[src/rtl/core/tlfc_pkg.sv]
// ----------------------------------------------------------------------------
// tlfc_pkg: shared definitions for the text line framer and classifier
// Widths, register indexes, result codes and the controller/datapath links.
// ----------------------------------------------------------------------------
`default_nettype none

package tlfc_pkg;

    // Default line buffer size in bytes
    localparam int BUFFER_BYTES_DEF = 32;

    // Configuration port
    localparam int CFG_IDX_W  = 2;
    localparam int CFG_DATA_W = 16;

    localparam logic [CFG_IDX_W-1:0] CFG_ENABLE   = 2'd0;
    localparam logic [CFG_IDX_W-1:0] CFG_END_CHAR = 2'd1;
    localparam logic [CFG_IDX_W-1:0] CFG_TIMEOUT  = 2'd2;

    // Input opcodes
    localparam int OP_W = 2;
    localparam logic [OP_W-1:0] OP_BYTE  = 2'd0;
    localparam logic [OP_W-1:0] OP_TICK  = 2'd1;
    localparam logic [OP_W-1:0] OP_CLEAR = 2'd2;

    // Result event kinds
    localparam int EV_W = 3;
    localparam logic [EV_W-1:0] EV_ACK      = 3'd0;
    localparam logic [EV_W-1:0] EV_TEMP     = 3'd1;
    localparam logic [EV_W-1:0] EV_INVALID  = 3'd2;
    localparam logic [EV_W-1:0] EV_TIMEOUT  = 3'd3;
    localparam logic [EV_W-1:0] EV_OVERFLOW = 3'd4;

    // What the latched transaction calls for
    typedef enum logic [1:0] {
        ACT_NONE,
        ACT_EVENT,
        ACT_DRAIN
    } t_action;

    // Controller to datapath commands
    typedef struct packed {
        logic latch_item;
        logic apply;
        logic load_event;
        logic rd_start;
        logic load_char;
        logic clear_line;
    } t_dp_cmd;

    // Datapath to controller status
    typedef struct packed {
        t_action action;
        logic    out_free;
        logic    drain_last;
    } t_dp_stat;

endpackage

`default_nettype wire

[src/rtl/core/tlfc_ram.sv]
// ----------------------------------------------------------------------------
// tlfc_ram: generic single-write, single-read RAM
// One write port and one read port with registered read data.
// ----------------------------------------------------------------------------
`default_nettype none

module tlfc_ram #(
    parameter int WIDTH = 8,
    parameter int DEPTH = 30
) (
    input  wire logic                     i_clk,
    input  wire logic                     i_we,
    input  wire logic [$clog2(DEPTH)-1:0] i_waddr,
    input  wire logic [WIDTH-1:0]         i_wdata,
    input  wire logic [$clog2(DEPTH)-1:0] i_raddr,
    output logic      [WIDTH-1:0]         o_rdata
);

    logic [WIDTH-1:0] r_mem [DEPTH];

    // Write one entry
    always_ff @(posedge i_clk) begin
        if (i_we) begin
            r_mem[i_waddr] <= i_wdata;
        end
    end

    // Register the read data
    always_ff @(posedge i_clk) begin
        o_rdata <= r_mem[i_raddr];
    end

endmodule

`default_nettype wire

[src/rtl/core/tlfc_datapath.sv]
// ----------------------------------------------------------------------------
// tlfc_datapath: line state, value store and result register
// Holds configuration, parses latched bytes and builds result transactions.
// ----------------------------------------------------------------------------
`default_nettype none

module tlfc_datapath #(
    parameter int BUFFER_BYTES = tlfc_pkg::BUFFER_BYTES_DEF
) (
    input  wire logic                             i_clk,
    input  wire logic                             i_rst_n,
    input  wire logic                             i_cfg_we,
    input  wire logic [tlfc_pkg::CFG_IDX_W-1:0]   i_cfg_addr,
    input  wire logic [tlfc_pkg::CFG_DATA_W-1:0]  i_cfg_wdata,
    input  wire logic [tlfc_pkg::OP_W-1:0]        i_item_op,
    input  wire logic [7:0]                       i_item_byte,
    input  wire tlfc_pkg::t_dp_cmd                i_cmd,
    output tlfc_pkg::t_dp_stat                    o_stat,
    input  wire logic                             i_m_tready,
    output logic                                  o_m_valid,
    output logic [tlfc_pkg::EV_W-1:0]             o_m_kind,
    output logic                                  o_m_has,
    output logic [7:0]                            o_m_char,
    output logic                                  o_m_last
);

    import tlfc_pkg::*;

    localparam int VALUE_DEPTH = BUFFER_BYTES - 2;
    localparam int LLW         = $clog2(BUFFER_BYTES);
    localparam int VLW         = $clog2(VALUE_DEPTH + 1);
    localparam int AW          = $clog2(VALUE_DEPTH);

    localparam logic [7:0] CHAR_CR    = 8'h0D;
    localparam logic [7:0] CHAR_COLON = 8'h3A;
    localparam logic [7:0] CHAR_NUL   = 8'h00;
    localparam logic [7:0] CHAR_A     = 8'h41;
    localparam logic [7:0] CHAR_C     = 8'h43;
    localparam logic [7:0] CHAR_K     = 8'h4B;
    localparam logic [7:0] CHAR_T     = 8'h54;
    localparam logic [7:0] CHAR_E     = 8'h45;
    localparam logic [7:0] CHAR_M     = 8'h4D;
    localparam logic [7:0] CHAR_P     = 8'h50;

    // Prefix progress through "ACK" and "TEMP"
    typedef enum logic [3:0] {
        PFX_EMPTY,
        PFX_A,
        PFX_AC,
        PFX_ACK,
        PFX_T,
        PFX_TE,
        PFX_TEM,
        PFX_TEMP,
        PFX_NONE
    } t_pfx;

    function automatic t_pfx f_advance(input t_pfx s, input logic [7:0] c);
        t_pfx r;
        r = PFX_NONE;
        unique case (s)
            PFX_EMPTY: r = (c == CHAR_A) ? PFX_A : ((c == CHAR_T) ? PFX_T : PFX_NONE);
            PFX_A:     r = (c == CHAR_C) ? PFX_AC  : PFX_NONE;
            PFX_AC:    r = (c == CHAR_K) ? PFX_ACK : PFX_NONE;
            PFX_T:     r = (c == CHAR_E) ? PFX_TE  : PFX_NONE;
            PFX_TE:    r = (c == CHAR_M) ? PFX_TEM : PFX_NONE;
            PFX_TEM:   r = (c == CHAR_P) ? PFX_TEMP : PFX_NONE;
            default:   r = PFX_NONE;
        endcase
        return r;
    endfunction

    // Configuration registers
    logic        r_enable;
    logic [7:0]  r_end_char;
    logic [15:0] r_timeout;

    // Latched transaction
    logic [OP_W-1:0] r_op;
    logic [7:0]      r_byte;

    // Line state
    logic [LLW-1:0] r_line_len, n_line_len;
    logic [VLW-1:0] r_vlen, n_vlen;
    logic           r_sep, n_sep;
    t_pfx           r_pfx, n_pfx;
    logic           r_zero, n_zero;
    logic [15:0]    r_age, n_age;

    // Drain index and result register
    logic [VLW-1:0]  r_rd_idx;
    logic            r_out_valid;
    logic [EV_W-1:0] r_out_kind;
    logic            r_out_has;
    logic [7:0]      r_out_char;
    logic            r_out_last;

    logic [7:0]      ram_rdata;
    logic            ram_we;
    logic            out_free;
    logic            drain_last;
    logic [EV_W-1:0] frame_kind;
    logic [EV_W-1:0] ev_kind;
    t_action         action;
    logic            step_clear;
    logic            step_age;
    logic            step_store;
    logic            store_we;
    logic            clear_now;
    logic            has_line;

    // Configuration writes
    always_ff @(posedge i_clk) begin
        if (!i_rst_n) begin
            r_enable   <= 1'b0;
            r_end_char <= 8'd10;
            r_timeout  <= 16'd100;
        end else if (i_cfg_we) begin
            if (i_cfg_addr == CFG_ENABLE) begin
                r_enable <= i_cfg_wdata[0];
            end
            if (i_cfg_addr == CFG_END_CHAR) begin
                r_end_char <= i_cfg_wdata[7:0];
            end
            if (i_cfg_addr == CFG_TIMEOUT) begin
                r_timeout <= i_cfg_wdata;
            end
        end
    end

    // Hold the accepted transaction
    always_ff @(posedge i_clk) begin
        if (i_cmd.latch_item) begin
            r_op   <= i_item_op;
            r_byte <= i_item_byte;
        end
    end

    // Frame type from the prefix
    always_comb begin
        if (r_pfx == PFX_ACK) begin
            frame_kind = EV_ACK;
        end else if (r_pfx == PFX_TEMP) begin
            frame_kind = EV_TEMP;
        end else begin
            frame_kind = EV_INVALID;
        end
    end

    assign has_line = (r_line_len != '0);

    // Decode what the latched transaction does
    always_comb begin
        action     = ACT_NONE;
        ev_kind    = EV_INVALID;
        step_clear = 1'b0;
        step_age   = 1'b0;
        step_store = 1'b0;
        if (r_enable) begin
            unique case (r_op)
                OP_TICK: begin
                    if (has_line) begin
                        if (r_age >= r_timeout) begin
                            action     = ACT_EVENT;
                            ev_kind    = EV_TIMEOUT;
                            step_clear = 1'b1;
                        end else begin
                            step_age = 1'b1;
                        end
                    end
                end
                OP_CLEAR: begin
                    step_clear = 1'b1;
                end
                OP_BYTE: begin
                    if (r_byte == r_end_char) begin
                        step_clear = 1'b1;
                        if (has_line) begin
                            if (!r_sep) begin
                                action  = ACT_EVENT;
                                ev_kind = EV_INVALID;
                            end else if (r_vlen == '0) begin
                                action  = ACT_EVENT;
                                ev_kind = frame_kind;
                            end else begin
                                action = ACT_DRAIN;
                            end
                        end
                    end else if (r_byte != CHAR_CR) begin
                        if (r_line_len < LLW'(BUFFER_BYTES - 1)) begin
                            step_store = 1'b1;
                        end else begin
                            action     = ACT_EVENT;
                            ev_kind    = EV_OVERFLOW;
                            step_clear = 1'b1;
                        end
                    end
                end
                default: ;
            endcase
        end
    end

    // Next line state
    always_comb begin
        n_line_len = r_line_len;
        n_vlen     = r_vlen;
        n_sep      = r_sep;
        n_pfx      = r_pfx;
        n_zero     = r_zero;
        n_age      = r_age;
        store_we   = 1'b0;
        clear_now  = (i_cfg_we && (i_cfg_addr == CFG_ENABLE)) || i_cmd.clear_line
                     || (i_cmd.apply && step_clear);
        if (clear_now) begin
            n_line_len = '0;
            n_vlen     = '0;
            n_sep      = 1'b0;
            n_pfx      = PFX_EMPTY;
            n_zero     = 1'b0;
            n_age      = '0;
        end else if (i_cmd.apply && step_age) begin
            n_age = r_age + 16'd1;
        end else if (i_cmd.apply && step_store) begin
            n_line_len = r_line_len + LLW'(1);
            if (!r_sep) begin
                if (!r_zero) begin
                    if (r_byte == CHAR_COLON) begin
                        n_sep = 1'b1;
                    end else if (r_byte == CHAR_NUL) begin
                        n_zero = 1'b1;
                    end else begin
                        n_pfx = f_advance(r_pfx, r_byte);
                    end
                end
            end else if (!r_zero) begin
                if (r_byte == CHAR_NUL) begin
                    n_zero = 1'b1;
                end else if (r_vlen < VLW'(VALUE_DEPTH)) begin
                    store_we = 1'b1;
                    n_vlen   = r_vlen + VLW'(1);
                end
            end
        end
    end

    assign ram_we = store_we;

    // Hold line state
    always_ff @(posedge i_clk) begin
        if (!i_rst_n) begin
            r_line_len <= '0;
            r_vlen     <= '0;
            r_sep      <= 1'b0;
            r_pfx      <= PFX_EMPTY;
            r_zero     <= 1'b0;
            r_age      <= '0;
        end else begin
            r_line_len <= n_line_len;
            r_vlen     <= n_vlen;
            r_sep      <= n_sep;
            r_pfx      <= n_pfx;
            r_zero     <= n_zero;
            r_age      <= n_age;
        end
    end

    // Value text store
    tlfc_ram #(
        .WIDTH(8),
        .DEPTH(VALUE_DEPTH)
    ) u_value_ram (
        .i_clk  (i_clk),
        .i_we   (ram_we),
        .i_waddr(r_vlen[AW-1:0]),
        .i_wdata(r_byte),
        .i_raddr(r_rd_idx[AW-1:0]),
        .o_rdata(ram_rdata)
    );

    // Advance the drain index
    always_ff @(posedge i_clk) begin
        if (i_cmd.rd_start) begin
            r_rd_idx <= '0;
        end else if (i_cmd.load_char) begin
            r_rd_idx <= r_rd_idx + VLW'(1);
        end
    end

    assign drain_last = (r_rd_idx == (r_vlen - VLW'(1)));
    assign out_free   = !r_out_valid || i_m_tready;

    // Result register valid
    always_ff @(posedge i_clk) begin
        if (!i_rst_n) begin
            r_out_valid <= 1'b0;
        end else if (i_cmd.load_event || i_cmd.load_char) begin
            r_out_valid <= 1'b1;
        end else if (i_m_tready) begin
            r_out_valid <= 1'b0;
        end
    end

    // Result register payload
    always_ff @(posedge i_clk) begin
        if (i_cmd.load_event) begin
            r_out_kind <= ev_kind;
            r_out_has  <= 1'b0;
            r_out_char <= 8'd0;
            r_out_last <= 1'b1;
        end else if (i_cmd.load_char) begin
            r_out_kind <= frame_kind;
            r_out_has  <= 1'b1;
            r_out_char <= ram_rdata;
            r_out_last <= drain_last;
        end
    end

    assign o_stat.action     = action;
    assign o_stat.out_free   = out_free;
    assign o_stat.drain_last = drain_last;

    assign o_m_valid = r_out_valid;
    assign o_m_kind  = r_out_kind;
    assign o_m_has   = r_out_has;
    assign o_m_char  = r_out_char;
    assign o_m_last  = r_out_last;

`ifndef ASSERT_OFF
    a_line_bound: assert property (@(posedge i_clk) disable iff (!i_rst_n)
        32'(r_line_len) <= BUFFER_BYTES - 1)
        else $error("line length beyond buffer");

    a_value_in_line: assert property (@(posedge i_clk) disable iff (!i_rst_n)
        32'(r_vlen) <= 32'(r_line_len))
        else $error("value length exceeds line length");

    a_no_overwrite: assert property (@(posedge i_clk) disable iff (!i_rst_n)
        (i_cmd.load_event || i_cmd.load_char) |-> out_free)
        else $error("result register loaded while a result is pending");

    a_drain_clears: assert property (@(posedge i_clk) disable iff (!i_rst_n)
        i_cmd.clear_line |=> (r_line_len == '0) && (r_vlen == '0))
        else $error("line not cleared after drain");
`endif

endmodule

`default_nettype wire

[src/rtl/core/tlfc_ctrl.sv]
// ----------------------------------------------------------------------------
// tlfc_ctrl: sequencing state machine
// Accepts transactions, applies them and drains stored value characters.
// ----------------------------------------------------------------------------
`default_nettype none

module tlfc_ctrl (
    input  wire logic                i_clk,
    input  wire logic                i_rst_n,
    input  wire logic                i_s_tvalid,
    output logic                     o_s_tready,
    input  wire tlfc_pkg::t_dp_stat  i_stat,
    output tlfc_pkg::t_dp_cmd        o_cmd
);

    import tlfc_pkg::*;

    typedef enum logic [1:0] {
        S_IDLE,
        S_EXEC,
        S_READ,
        S_SEND
    } t_state;

    t_state r_state, n_state;
    logic   r_ready, n_ready;
    logic   accept;

    assign accept = i_s_tvalid && r_ready;

    // Next state and commands
    always_comb begin
        n_state = r_state;
        n_ready = r_ready;
        o_cmd   = '0;
        unique case (r_state)
            S_IDLE: begin
                if (accept) begin
                    o_cmd.latch_item = 1'b1;
                    n_state          = S_EXEC;
                    n_ready          = 1'b0;
                end else begin
                    n_ready = 1'b1;
                end
            end
            S_EXEC: begin
                unique case (i_stat.action)
                    ACT_EVENT: begin
                        if (i_stat.out_free) begin
                            o_cmd.apply      = 1'b1;
                            o_cmd.load_event = 1'b1;
                            n_state          = S_IDLE;
                            n_ready          = 1'b1;
                        end
                    end
                    ACT_DRAIN: begin
                        o_cmd.rd_start = 1'b1;
                        n_state        = S_READ;
                    end
                    default: begin
                        o_cmd.apply = 1'b1;
                        n_state     = S_IDLE;
                        n_ready     = 1'b1;
                    end
                endcase
            end
            S_READ: begin
                n_state = S_SEND;
            end
            S_SEND: begin
                if (i_stat.out_free) begin
                    o_cmd.load_char = 1'b1;
                    if (i_stat.drain_last) begin
                        o_cmd.clear_line = 1'b1;
                        n_state          = S_IDLE;
                        n_ready          = 1'b1;
                    end else begin
                        n_state = S_READ;
                    end
                end
            end
            default: begin
                n_state = S_IDLE;
            end
        endcase
    end

    // Hold state and ready
    always_ff @(posedge i_clk) begin
        if (!i_rst_n) begin
            r_state <= S_IDLE;
            r_ready <= 1'b0;
        end else begin
            r_state <= n_state;
            r_ready <= n_ready;
        end
    end

    assign o_s_tready = r_ready;

endmodule

`default_nettype wire

[src/rtl/core/text_line_framer_classifier_core.sv]
// ----------------------------------------------------------------------------
// text_line_framer_classifier_core: received-text line framer and classifier
// Gathers bytes into lines, classifies ACK/TEMP frames and streams values.
// ----------------------------------------------------------------------------
// Usage:
//   Slave stream: tuser carries the opcode (byte, tick, clear), tdata the
//   received byte. Master stream: one transaction per result; tuser carries
//   event kind and the has-char flag, tdata the value character, tlast marks
//   the final result caused by one input transaction.
//   Each input transaction is accepted, then applied to update the line state;
//   any single result is loaded into the output register once it is free.
//   An end character that closes a frame with n value characters streams them
//   out in turn: each character costs a registered value RAM read plus a
//   load into the output register.
//   The output register lets an input be accepted while a result waits.
//   A stalled receiver holds the result; the block waits before loading the
//   next one, and input ready stays low until the frame is drained.
//   Reset is synchronous; tready is registered and rises after reset is released.
//   No clearing pass: the value RAM is only read below the stored length.
//   The user writes configuration through the plain write port while idle; it is not enforced.
// ----------------------------------------------------------------------------
`default_nettype none

module text_line_framer_classifier_core #(
    parameter int BUFFER_BYTES = tlfc_pkg::BUFFER_BYTES_DEF
) (
    input  wire logic                            i_clk,
    input  wire logic                            i_rst_n,
    input  wire logic                            i_cfg_we,
    input  wire logic [tlfc_pkg::CFG_IDX_W-1:0]  i_cfg_addr,
    input  wire logic [tlfc_pkg::CFG_DATA_W-1:0] i_cfg_wdata,
    input  wire logic                            i_s_axis_tvalid,
    output logic                                 o_s_axis_tready,
    input  wire logic [7:0]                      i_s_axis_tdata,  // [7:0] data_byte
    input  wire logic [1:0]                      i_s_axis_tuser,  // [1:0] opcode
    output logic                                 o_m_axis_tvalid,
    input  wire logic                            i_m_axis_tready,
    output logic [7:0]                           o_m_axis_tdata,  // [7:0] value_char
    output logic [3:0]                           o_m_axis_tuser,  // [2:0] event_kind, [3] has_char
    output logic                                 o_m_axis_tlast
);

    import tlfc_pkg::*;

    t_dp_cmd         cmd;
    t_dp_stat        stat;
    logic [EV_W-1:0] m_kind;
    logic            m_has;

    // Sequencer
    tlfc_ctrl u_ctrl (
        .i_clk     (i_clk),
        .i_rst_n   (i_rst_n),
        .i_s_tvalid(i_s_axis_tvalid),
        .o_s_tready(o_s_axis_tready),
        .i_stat    (stat),
        .o_cmd     (cmd)
    );

    // Line state and result path
    tlfc_datapath #(
        .BUFFER_BYTES(BUFFER_BYTES)
    ) u_datapath (
        .i_clk      (i_clk),
        .i_rst_n    (i_rst_n),
        .i_cfg_we   (i_cfg_we),
        .i_cfg_addr (i_cfg_addr),
        .i_cfg_wdata(i_cfg_wdata),
        .i_item_op  (i_s_axis_tuser),
        .i_item_byte(i_s_axis_tdata),
        .i_cmd      (cmd),
        .o_stat     (stat),
        .i_m_tready (i_m_axis_tready),
        .o_m_valid  (o_m_axis_tvalid),
        .o_m_kind   (m_kind),
        .o_m_has    (m_has),
        .o_m_char   (o_m_axis_tdata),
        .o_m_last   (o_m_axis_tlast)
    );

    assign o_m_axis_tuser = {m_has, m_kind};

endmodule

`default_nettype wire
[config.mk]
export PLATFORM = sky130hd
export DESIGN_NAME = text_line_framer_classifier_core
export DESIGN_NICKNAME = d
export VERILOG_FILES = /design/src/rtl/core/tlfc_pkg.sv /design/src/rtl/core/tlfc_ram.sv /design/src/rtl/core/tlfc_datapath.sv /design/src/rtl/core/tlfc_ctrl.sv /design/src/rtl/core/text_line_framer_classifier_core.sv
export SDC_FILE = /design/constraint.sdc
export NUM_CORES = 1
export LEC_CHECK = 0
export BUFFER_PORTS_ARGS = -buffer_cell sky130_fd_sc_hd__buf_2
export CAP_MARGIN = 40
export CORE_ASPECT_RATIO = 0.7
export CORE_MARGIN = 1.5
export CORE_UTILIZATION = 56
export CTS_CLUSTER_DIAMETER = 30
export CTS_CLUSTER_SIZE = 14
export DETAILED_ROUTE_END_ITERATION = 8
export GPL_TIMING_DRIVEN = 0
export PLACE_DENSITY = 0.85
export SYNTH_ARGS = -nofsm -noshare
export SYNTH_HDL_FRONTEND = slang
export SYNTH_HIERARCHICAL = 1
export SYNTH_SLANG_ARGS = --single-unit
[constraint.sdc]
create_clock -name i_clk -period 4.8 [get_ports i_clk]
set_clock_uncertainty 0.05 [all_clocks]
set_input_delay 0.96 -clock i_clk [delete_from_list [all_inputs] [get_ports i_clk]]
set_output_delay 0.96 -clock i_clk [all_outputs]
set_load 0.02 [all_outputs]
Word level (Yosys, flattened, before mapping)
Memory sizes are Yosys's and may differ from the RTL's. A register that Yosys moved wholly into a read port is not among the register bits.
Cells that the tools add are included.
Word-level totals
  RAM bits: 240
  word-level logic and storage cells: 184
  register bits after elaboration: 89
  input bits: 33
  output and inout port bits: 15
  memories: 1
Cells by class
  bitwise logic cells: 6
  reductions and logical operators: 29
  equal/unequal tests: 32
  multiplexer cells: 89
  order comparisons: 3
  add/sub/neg operators: 5
Memories
  u_datapath.u_value_ram.r_mem: words 30, width 8, read ports 1, clocked after memory_dff 1, wr ports 1, line tlfc_ram.sv:19  | logic [WIDTH-1:0] r_mem [DEPTH];
Operators with widths (count)
  $eq A8 B7 Y1 const B: 7
  $mux W1: 46
  $mux W3: 12
  $mux W2: 15
  $mux W4: 7
  $pmux W4 S6: 1
  $add A16 B1 Y16 const B: 1
  $eq A4 B3 Y1 const B: 4
  $ge A16 B16 Y1: 1
  $add A5 B1 Y5 const B: 3
  $reduce_and A6 Y1: 2
  $eq A2 B2 Y1 const B: 5
  $lt A5 B5 Y1 const B: 2
  $eq A2 B1 Y1 const B: 4
  $eq A4 B2 Y1 const B: 2
  $eq A8 B6 Y1 const B: 1
  $eq A8 B8 Y1: 1
  $logic_not A8 Y1: 1
  $ne A8 B4 Y1 const B: 1
  $pmux W2 S2: 2
  $pmux W2 S4: 1
  $reduce_and A2 Y1: 4
  $logic_not A2 Y1: 3
  $ne A2 B1 Y1 const B: 3
  20 further kinds: 35

Depth between registers and ports, before layout
  depth after elaboration: 16
  depth in mapped cells: 18
  gate-level depth less buffers: 17

Modules after synthesis
Netlist, hierarchy kept.
Modules (own cells, without submodules)
  tlfc_ram: times used 1, cells an instance 502, seq. area each 7367.1 µm², area each 9710.6 µm²
  tlfc_datapath: times used 1, cells an instance 520, seq. area each 1851.8 µm², area each 4652.0 µm²
  tlfc_ctrl: times used 1, cells an instance 27, seq. area each 60.1 µm², area each 212.7 µm²
  text_line_framer_classifier_core: times used 1, cells an instance 1, seq. area each 0.0 µm², area each 7.5 µm²

Worst setup path before layout
Ideal clock, no wire load.
  path kind: register -> register
  from: reg u_datapath.r_timeout[13]
  to: mem u_datapath.u_value_ram.r_mem[0][0], enable pin
  cell stages (with the launch flop): 17
  buffers on the path: 2
  required time: 4380 ps
  arrival: 4191 ps
  period minus slack after synthesis: 4612 ps
  setup time: 370 ps
  setup slack: 188 ps
  cells stage by stage: dfxtp_1 -> inv_1 -> ha_1 -> and4_1 -> nand3_1 -> a21oi_1 -> a21oi_1 -> or4b_1 -> a21oi_1 -> nor2b_1 -> nor3_1 -> and4bb_2 -> buf_2 -> and4_1 -> or3b_2 -> clkbuf_1 -> nor2_1
RTL lines
  start: declaration: line tlfc_datapath.sv:76  | logic [15:0] r_timeout;
  start signal: assignment: line tlfc_datapath.sv:126  | r_timeout <= i_cfg_wdata;
  end: declaration: line tlfc_ram.sv:19

==> results.yml <==
run_status:
  run_status: "completed"
logic_synthesis:
  syn_inst: 1050
  yosys_warnings: 6
  synth-seq-cells: 337
  yosysTopAreaCell: "edfxtp_1"
  synth.most_common_cell: "edfxtp_1"
  syn_area_um2: 14600
  seq_area_frac_synth_pct: 63.6
  synthArstFlopShare_pct: 0
  syn_avg_cell_area_um2: 13.9
  synth_common_cells: "edfxtp_1 (253), nor2_1 (99), dfxtp_1 (84)"
  ys_top_cells_by_area: "edfxtp_1 (52%), dfxtp_1 (12%), mux4_2 (4.9%)"
  synth_top_area_share_pct: 52.1
  ys.flop_type: "edfxtp_1"
  synth_cell_types: 76
  synth.net_count: 1105
  synth_edf_count: 253
die:
  io_pins: 48
  num_rows: 49
  chipWidth_um: 196
  start_util_pct: 56.9
  core_um2: 25600
  dieArea_um2: 27000
  die_h_um: 138
critical_path:
  reg2reg_slack_ps: 160
  critPathKind: "flip-flop to flip-flop"
  end_kind: "flip-flop"
  cp.arrival_ps: 4830
  r2r_start: "u_datapath/r_timeout[15]"
  reg2reg_depth: 16
  r2r_end: "u_datapath/u_value_ram/r_mem[23][7]"
  start_kind: "flip-flop"
  crit_fanout: 10
  required_ps: 4990
place:
  postPlaceCellArea_um2: 15500
  io_buffers: 47
  hpwl_um: 24700
  place_congestion: 0.964
clocking:
  cts-root-buf: "clkbuf_16"
  cts_sinks: 337
  cts-buffers-inserted: 42
  clk_latency_ps: 540
  cts_buffer_depth: 3
  clkSlewWorstSetupHoldPaths_ps: 60
  htree_levels: 2
  tritoncts: "yes"
final_layout:
  fill_cells: 1701
  area.growth.synth_to_final_pct: 18.8
  diodes: 0
  multi_input_comb_area_um2: 5090
  nets: 1229
  drive_gt1_share_pct: 23.2
  regArea_um2: 9280
  finalInstanceArea_um2: 17300
grt:
  grt_max_degree: 30
  grt_pass1_vias: 9687
  grt_pass1_wl_um: 57900
  antenna_found_initial: 1
  gr-total-overflow: 0
  grt_use_total_pct: 28.7
min_path:
  whs_endpoint: "u_datapath/r_timeout[10]"
  hp-start: "u_datapath/r_timeout[10]"
  hold_class: "flip-flop to flip-flop"
  hold_path_depth: 2
power:
  peakVddDrop_uv: 295
  swShare_pct: 22.1
  p_sw_mw: 1.47
  total_power_mw: 6.66
  p_clk_share_pct: 48.5
  leakagePower_nw: 5.86
  power_frac_comb_pct: 4.0
  powerDensity_nw_per_um2: 384
  power_frac_seq_pct: 47.5
  internal_power_mw: 5.19
timing:
  worstMarginPinSlew_ps: 976
  slew_viol_final: 0
  slew_headroom_pct: 34.0
  finalCritPeriodShare_pct: 96.7
  fin_setup_tns_ps: 0
  fin_crit_ps: 4640
  finalHoldViolCount: 0
  max_freq_mhz: 215
  rsz0062_at_grt: "false"
  setup_violations: 0
detailed_routing:
  num_vias: 10000
  drc_errors: 0
  wirelength_um: 38900
  ant_nets: 0
  routed_via_density: 6.50
  post_drt_wl_per_cell_um: 25.3
  drtIter0Drc: 1388
  drt_first_pass_iters: 6
flow_run:
  maxCapViolCount: 0
kinds of logic after synthesis:
kind of cell | synth area share [%]
and+or+nand+nor | 11.7
DFF | 63.6
adders and majority gates | 1.89
AOI/OAI and AO/OA | 6.29
buffers and inverters | 2.99
xor gates and xnor gates | 2.40
muxes | 11.1
critical path, stage by stage, from the launching register on:
cell	delay, ps
dfxtp_1	360
inv_1	60
ha_1	290
and4_1	220
nand3_1	130
a21oi_4	200
a21oi_2	160
or4b_4	570
a21oi_2	220
nor2b_1	90
nor3_2	200
and4bb_2	310
clkbuf_4	220
and4_4	280
nand3_2	350
nor2_1	410
buf_4	250
layout by cell type, fill, tap and decap left out, types with 9 or more instances in the layout:
master     instances
buf_2             55
nor2b_1           21
clkbuf_1          25
o21ai_0           11
a21oi_1           19
mux4_2            32
o211ai_1          11
xor2_1            18
edfxtp_1         253
a21boi_0          15
ha_1              22
a211oi_1          17
nand2b_1          11
dfxtp_1           84
nand3_1           36
nor2_2            10
clkbuf_16         45
nand4_1           16
inv_1             29
nor2_1            70
nor2_4            19
buf_4             33
buf_6              9
xnor2_1           22
nand3b_1          10
mux2i_1           58
mux2_2             9
nand2_1           74
final cells by class:
| class | count | area share, % |
|---|---|---|
| buffer | 51 | 1.86 |
| multi-input combinational | 631 | 29.4 |
| timing repair buffer | 81 | 3.68 |
| clock inverter | 28 | 1.79 |
| tap | 331 | 2.39 |
| clock buffer | 50 | 6.67 |
| inverter | 30 | 0.650 |
| sequential | 337 | 53.6 |
through the flow:
| stage | worst slack [ps] | instances | hold slack (ps) | util (%) |
|---|---|---|---|---|
| 2_1_floorplan | 188 | 1050 | 386 | - |
| 3_3_place_gp | -1060 | 1428 | 398 | 59.4 |
| 3_5_place_dp | -977 | 1444 | 407 | 60.4 |
| 4_1_cts | 8.46 | 1532 | 417 | 67.2 |
| 5_1_grt | 18.7 | 1539 | 453 | 67.6 |
| 6_report | 157 | 1539 | 411 | 67.6 |
routing by layer:
layer	track usage, %	wire [um]	vias up
met2	41.7	16600	773
met3	9.54	5640	123
met4	8.46	1150	2
met1	41.2	15400	4856
li1	-	-	4257
met5	1.41	12	-
state kept, by name (all words and copies together) (netlist names), 2 cells and up:
register / cells
u_ctrl/r_state: 2
u_datapath/o_m_char: 8
u_datapath/o_m_kind: 3
u_datapath/r_age: 16
u_datapath/r_byte: 8
u_datapath/r_end_char: 8
u_datapath/r_line_len: 5
u_datapath/r_op: 2
u_datapath/r_pfx: 4
u_datapath/r_rd_idx: 5
u_datapath/r_timeout: 16
u_datapath/r_vlen: 5
u_datapath/u_value_ram/o_rdata: 8
u_datapath/u_value_ram/r_mem: 240
power groups by stage:
stage	registers, mW	logic (mW)	clock network (mW)
floorplan	3.23	0.128	0
global placement	3.25	0.189	0
detailed placement	3.23	0.230	0
CTS	3.16	0.250	3.26
global route	3.16	0.282	3.38
finish	3.16	0.267	3.23
worst max-delay path by stage:
| stage | start | slack [ps] | to | cells after the start |
|---|---|---|---|---|
| finish | u_datapath/r_timeout[15] | 160 | u_datapath/u_value_ram/r_mem[23][7] | 16 |
| detailed placement | u_datapath/r_timeout[15] | -980 | u_datapath/u_value_ram/r_mem[0][1] | 16 |
| floorplan | u_datapath/r_timeout[13] | 190 | u_datapath/u_value_ram/r_mem[0][0] | 16 |
| global placement | u_datapath/r_byte[7] | -1060 | u_datapath/u_value_ram/r_mem[16][7] | 14 |
| global route | u_datapath/r_age[5] | 20 | u_datapath/u_value_ram/r_mem[20][7] | 16 |
| CTS | u_datapath/r_timeout[15] | 8 | u_datapath/u_value_ram/r_mem[12][3] | 16 |
timing repair:
action / 4_1_cts / 5_1_grt
setup endpoints to repair: 251 / 225
hold buffers: 0 / 0
resized for setup: 54 / 8
setup buffers: 11 / 7
pin swaps: 1 / 4
cloned: 0 / 0
(Power assumes the default switching activity.)
